File: config.mk
export PLATFORM = sky130hd
export DESIGN_NAME = qlti_front
export DESIGN_NICKNAME = d
export VERILOG_FILES = /design/src/qlti_pkg.sv /design/src/qlti_front.sv
export SDC_FILE = /design/constraint.sdc
export NUM_CORES = 1
export LEC_CHECK = 0
export BUFFER_PORTS_ARGS = -buffer_cell sky130_fd_sc_hd__buf_2
export CAP_MARGIN = 25
export CORE_AREA = 2 2 166 168
export DETAILED_ROUTE_END_ITERATION = 10
export DIE_AREA = 0 0 168 170
export PLACE_DENSITY = 0.78
export RECOVER_POWER = 25
export SLEW_MARGIN = 20
export SYNTH_ARGS = -nofsm -noshare
export SYNTH_HDL_FRONTEND = slang
export SYNTH_SLANG_ARGS = --single-unit
File: constraint.sdc
create_clock -name clk -period 11.8 [get_ports clk]
set_input_delay 0.59 -clock clk [delete_from_list [all_inputs] [get_ports clk]]
set_output_delay 0.59 -clock clk [all_outputs]
set_load 0.02 [all_outputs]
File: src/qlti_pkg.sv
// Shared types and constants of the quadrilinear table interpolation core.
// Used by the front end, the back end, the divider and the top level. No dependencies.
package qlti_pkg;

  localparam int AXES     = 4;
  localparam int COORD_W  = 32;
  localparam int SIZE_W   = 4;
  localparam int FRAC_W   = 16;
  localparam int CORNERS  = 16;

  localparam logic [FRAC_W:0]   ONE_Q16    = 17'h10000;
  localparam logic [FRAC_W-1:0] HALF_Q16   = 16'h8000;
  localparam logic [SIZE_W-1:0] SIZE_RESET = 4'd2;

  typedef enum logic [1:0] {
    OP_QUERY    = 2'd0,
    OP_BP_WRITE = 2'd1,
    OP_TB_WRITE = 2'd2,
    OP_UNUSED   = 2'd3
  } op_t;

  typedef enum logic [1:0] {
    CMD_QUERY,
    CMD_BP_WRITE,
    CMD_TB_WRITE
  } cmd_kind_t;

  typedef logic signed [COORD_W-1:0] coord_t;
  typedef coord_t [AXES-1:0] coord_vec_t;
  typedef logic [AXES-1:0][SIZE_W-1:0] size_vec_t;

endpackage

File: src/qlti_front.sv
// Front end: accept input transactions, classify and saturate them, and queue
// them for the back end. Depends on qlti_pkg.
module qlti_front
  import qlti_pkg::*;
#(
  parameter int MAX_POINTS    = 8,
  parameter int TABLE_ENTRIES = 4096,
  parameter int VALUE_WIDTH   = 32,
  parameter int BPA           = 5,
  parameter int TW            = 12
) (
  input  logic                          clk,
  input  logic                          rst_n,
  input  logic                          in_push,
  output logic                          in_full,
  input  logic [1:0]                    in_operation,
  input  logic [1:0]                    in_axis,
  input  logic [2:0]                    in_point_index,
  input  logic [11:0]                   in_table_address,
  input  logic signed [31:0]            in_write_value,
  input  coord_vec_t                    in_coord,
  output logic                          q_valid,
  input  logic                          q_pop,
  output cmd_kind_t                     q_kind,
  output logic [BPA-1:0]                q_bp_addr,
  output logic [TW-1:0]                 q_tb_addr,
  output logic signed [VALUE_WIDTH-1:0] q_value,
  output coord_vec_t                    q_coord
);

  localparam int VW = VALUE_WIDTH;
  localparam int CW = (VW > 32) ? VW : 32;
  localparam logic signed [VW-1:0] VMAX = {1'b0, {(VW-1){1'b1}}};
  localparam logic signed [VW-1:0] VMIN = {1'b1, {(VW-1){1'b0}}};

  logic                 keep;
  cmd_kind_t            kind;
  logic signed [CW-1:0] wv_ext;
  logic signed [VW-1:0] wv_sat;
  logic                 enq;

  cmd_kind_t            kind_q  [2];
  logic [BPA-1:0]       bp_q    [2];
  logic [TW-1:0]        tb_q    [2];
  logic signed [VW-1:0] val_q   [2];
  coord_vec_t           coord_q [2];
  logic [1:0]           count_r;
  logic                 wp_r;
  logic                 rp_r;

  always_comb begin
    keep = 1'b0;
    kind = CMD_QUERY;
    case (in_operation)
      OP_QUERY: begin
        keep = 1'b1;
      end
      OP_BP_WRITE: begin
        kind = CMD_BP_WRITE;
        keep = {29'd0, in_point_index} < 32'(MAX_POINTS);
      end
      OP_TB_WRITE: begin
        kind = CMD_TB_WRITE;
        keep = {20'd0, in_table_address} < 32'(TABLE_ENTRIES);
      end
      default: keep = 1'b0;
    endcase
  end

  // Saturate the write value to the stored width
  always_comb begin
    wv_ext = CW'(in_write_value);
    if (wv_ext > CW'(VMAX)) begin
      wv_sat = VMAX;
    end else if (wv_ext < CW'(VMIN)) begin
      wv_sat = VMIN;
    end else begin
      wv_sat = wv_ext[VW-1:0];
    end
  end

  assign in_full = (count_r == 2'd2);
  assign enq     = in_push && !in_full && keep;

  always_ff @(posedge clk) begin
    if (!rst_n) begin
      count_r <= '0;
      wp_r    <= 1'b0;
      rp_r    <= 1'b0;
    end else begin
      if (enq) begin
        kind_q[wp_r]  <= kind;
        bp_q[wp_r]    <= BPA'(32'(in_axis) * 32'(MAX_POINTS) + 32'(in_point_index));
        tb_q[wp_r]    <= TW'(in_table_address);
        val_q[wp_r]   <= wv_sat;
        coord_q[wp_r] <= in_coord;
        wp_r          <= !wp_r;
      end
      if (q_pop) begin
        rp_r <= !rp_r;
      end
      count_r <= count_r + 2'(enq) - 2'(q_pop);
    end
  end

  assign q_valid   = (count_r != 2'd0);
  assign q_kind    = kind_q[rp_r];
  assign q_bp_addr = bp_q[rp_r];
  assign q_tb_addr = tb_q[rp_r];
  assign q_value   = val_q[rp_r];
  assign q_coord   = coord_q[rp_r];

endmodule

==> summary.md <==
| Metric | Value |
|---|---|
| DRT Pass-1 Iters | `4` |
| Worst EP arrival | `3.04 ns` |
| Post-CTS Setup Bufs | `0` |
| Status | `completed` |
| Max Root-Sink Buffers | `3` |
| Wire length per cell | `19.01 um` |
| Fin worst setup slack | `8.172 ns` |
| Fin Hold WS | `0.2752 ns` |
| Die width | `168 um` |
| Mapped Cells | `617` |
| Initial DRC count | `475` |
| Post-DRT Antenna Nets | `0` |
| Detailed Route WL | `25480 um` |
| Worst Skew | `0.01724 ns` |
| Top-area cell type share of the netlist area | `0.7848` |
| RSZ-0062 raised after global routing | `no` |
| Worst Setup Path Type | `reg -> out` |
| Worst-Margin Slew | `1.035 ns` |
| Leading area contributor after synthesis | `edfxtp_1` |
| Via count | `6735` |
| CTS clk-pin slew, worst paths | `0.06 ns` |
| CP bufs+invs | `2` |
| Logic pwr share | `0.134` |
| Synth area leaders | `edfxtp_1 78%, mux2_4 11%, mux2_2 6.5%, buf_6 1.2%, clkbuf_1 0.88%` |
| CP Capture Type | `primary output` |
| YS warnings | `0` |
| CTS root buf | `clkbuf_16` |
| Tmin final | `3.628 ns` |
| I/O Pins | `364` |
| Crit-path max cell delay | `0.93 ns` |
| FF+latch count, synth | `363` |
| Routability congestion estimate | `0.7273` |
| Worst-path cell chain | `buf_4 -> mux2_2 -> buf_2` |
| Int Power | `2296 uW` |
| Leak | `0.006336 uW` |
| Hold Fails Final Rpt | `0` |
| Clock Sinks | `363` |
| Total CTS buffers | `37` |
| Fin crit share | `0.3074` |
| Syn nets | `802` |
| Setup violations, final | `0` |
| Die area | `28560 um2` |
| Die extent in y | `170 um` |
| Post-CTS Hold Fix Bufs | `0` |
| Sequential share of power | `0.515` |
| Detailed placer's ending HPWL | `17000 um` |
| Max VDD drop | `138.4 uV` |
| Layout net count | `1159` |
| Global-route usage over all layers | `0.1717` |
| Total negative slack | `0 ns` |
| Cell Area, Placed | `15700 um2` |
| Core Box Area | `26650 um2` |
| Gr ovfl total | `0` |
| Vias/cell | `5.026` |
| Relative slew slack | `0.3100` |
| DRC violations left | `0` |
| First-pass GRT wire length | `37130 um` |
| CTS tree | `done` |
| Inst Count DP | `1276` |
| Design area | `16750 um2` |
| Sw Ratio | `0.2311` |
| Unique masters post-synth | `20` |
| Crit Path Max Fanout | `66` |
| Pin count of the biggest net entering global routing | `73` |
| Worst EP required | `11.21 ns` |
| HP Class | `in -> reg` |
| Initial antenna violation count | `4` |
| Setup WS pre-CTS | `8.652 ns` |
| Critical-path top delay cell | `dfxtp_4` |
| Port Buffers | `363` |
| Clock network power share | `0.352` |
| Seq/Total Area, Yosys | `0.7921` |
| H-tree depth | `2` |
| Post-Syn Area | `13700 um2` |
| Power per standard cell area | `178.3 nW/um2` |
| Psw | `690.2 uW` |
| Post-CTS Resized | `0` |
| Final Max Slew Viols | `0` |
| Type of origin of the critical path | `register` |
| Peak Freq | `275.7 MHz` |
| Final Non-Filler Cells | `1340` |
| Worst-Skew Late Latency | `0.50 ns` |
| Initial Utilization | `0.5140` |
| Rows | `60` |
| Vias in the first global route | `6952` |
| Max_cap viols | `0` |
| Fraction of layout cells with a size suffix above 1 | `0.5677` |
| P&R area growth vs syn | `22.29%` |
| Delay-heaviest family, CP | `buffers and inverters` |
| Avg Cell Area, Syn | `22.20 um2` |
## per-layer routing
metal	global-route usage	wire [um]
met5	0	21
met4	0.06011	776
met3	0.06814	2393
met2	0.2932	12550
met1	0.1980	9733
## worst register-to-register path, cell delays in order, from the launching register on
cell and delay (ns):
dfxtp_1 0.33, nand2b_1 0.16, nand4_1 0.21, nor2_4 0.14, buf_4 0.60, buf_4 0.93
## registers in the layout, indices dropped and copies added, names as in the netlist, named ones only
register	count
coord_q	256
rp_r	1
val_q	64
kind_q	4
bp_q	10
count_r	2
wp_r	1
tb_q	24
## synthesized netlist by cell type
library cell  count
edfxtp_1        358
nand4_1           1
nand2_1           2
o22ai_1           1
buf_2             6
dfxtp_1           5
xnor2_1           2
and3_1            2
nor2b_1           2
nand2b_1          1
and2_1            4
or2_2             1
clkbuf_1         32
mux2_2           79
nor2_1            1
xor2_1            1
inv_1             3
buf_6            14
ha_1              2
mux2_4          100
## path summary, 6_finish.rpt
path                         start                     end  slack [ns]  cells after the start
max reg2reg  count_r[0]$_SDFF_PN0_   tb_q[0][11]$_DFFE_PP_        8.99                      5
max                       register             q_coord[20]        8.17                      3
min reg2reg      wp_r$_SDFFE_PN0P_       wp_r$_SDFFE_PN0P_        0.53                      2
min             in_write_value[18]  val_q[1][18]$_DFFE_PP_        0.28                      1
## cell usage in the layout (no fill, tap or decap), types with 3 or more instances in the layout
master / synthesis / routed
and2_1: 4 / 4
buf_2: 6 / 331
buf_4: 0 / 7
clkbuf_1: 32 / 42
clkbuf_16: 0 / 37
clkinv_1: 0 / 7
clkinv_2: 0 / 5
dfxtp_1: 5 / 4
edfxtp_1: 358 / 358
inv_1: 3 / 3
mux2_2: 79 / 79
mux2_4: 100 / 100
## logic make-up after synthesis
family | synth area share
simple gates | 0.005846
fa+ha+maj | 0.001827
mux | 0.1746
compound gates | 0.0004570
buf+inv | 0.02329
flops | 0.7921
xor+xnor | 0.001919
## per-stage QoR
step                      utilization  power (uW)
final                          0.6285        2986
after detailed placement       0.5892        1969
after floorplan                     -        1853
after global placement         0.5892        1958
after CTS                      0.6299        3022
after global routing           0.6285        3098
## cell type report
cell class	count	area (um2)
sequential	363	10850
fill	1902	9899
multi-input combinational	199	2541
timing repair buffer	370	1829
clock buffer	47	963.4
tap	341	426.7
clock inverter	15	120.1
inverter	3	11.26
antenna	2	5.005
## power by group through the flow
stage / Clock [uW] / Combinational (uW) / Sequential (uW)
2_1_floorplan: 0 / 283 / 1570
3_3_place_gp: 0 / 399 / 1560
3_5_place_dp: 0 / 404 / 1570
4_1_cts: 1080 / 406 / 1540
5_1_grt: 1130 / 425 / 1540
6_report: 1050 / 399 / 1540
Power figures use the tool's default switching activity.
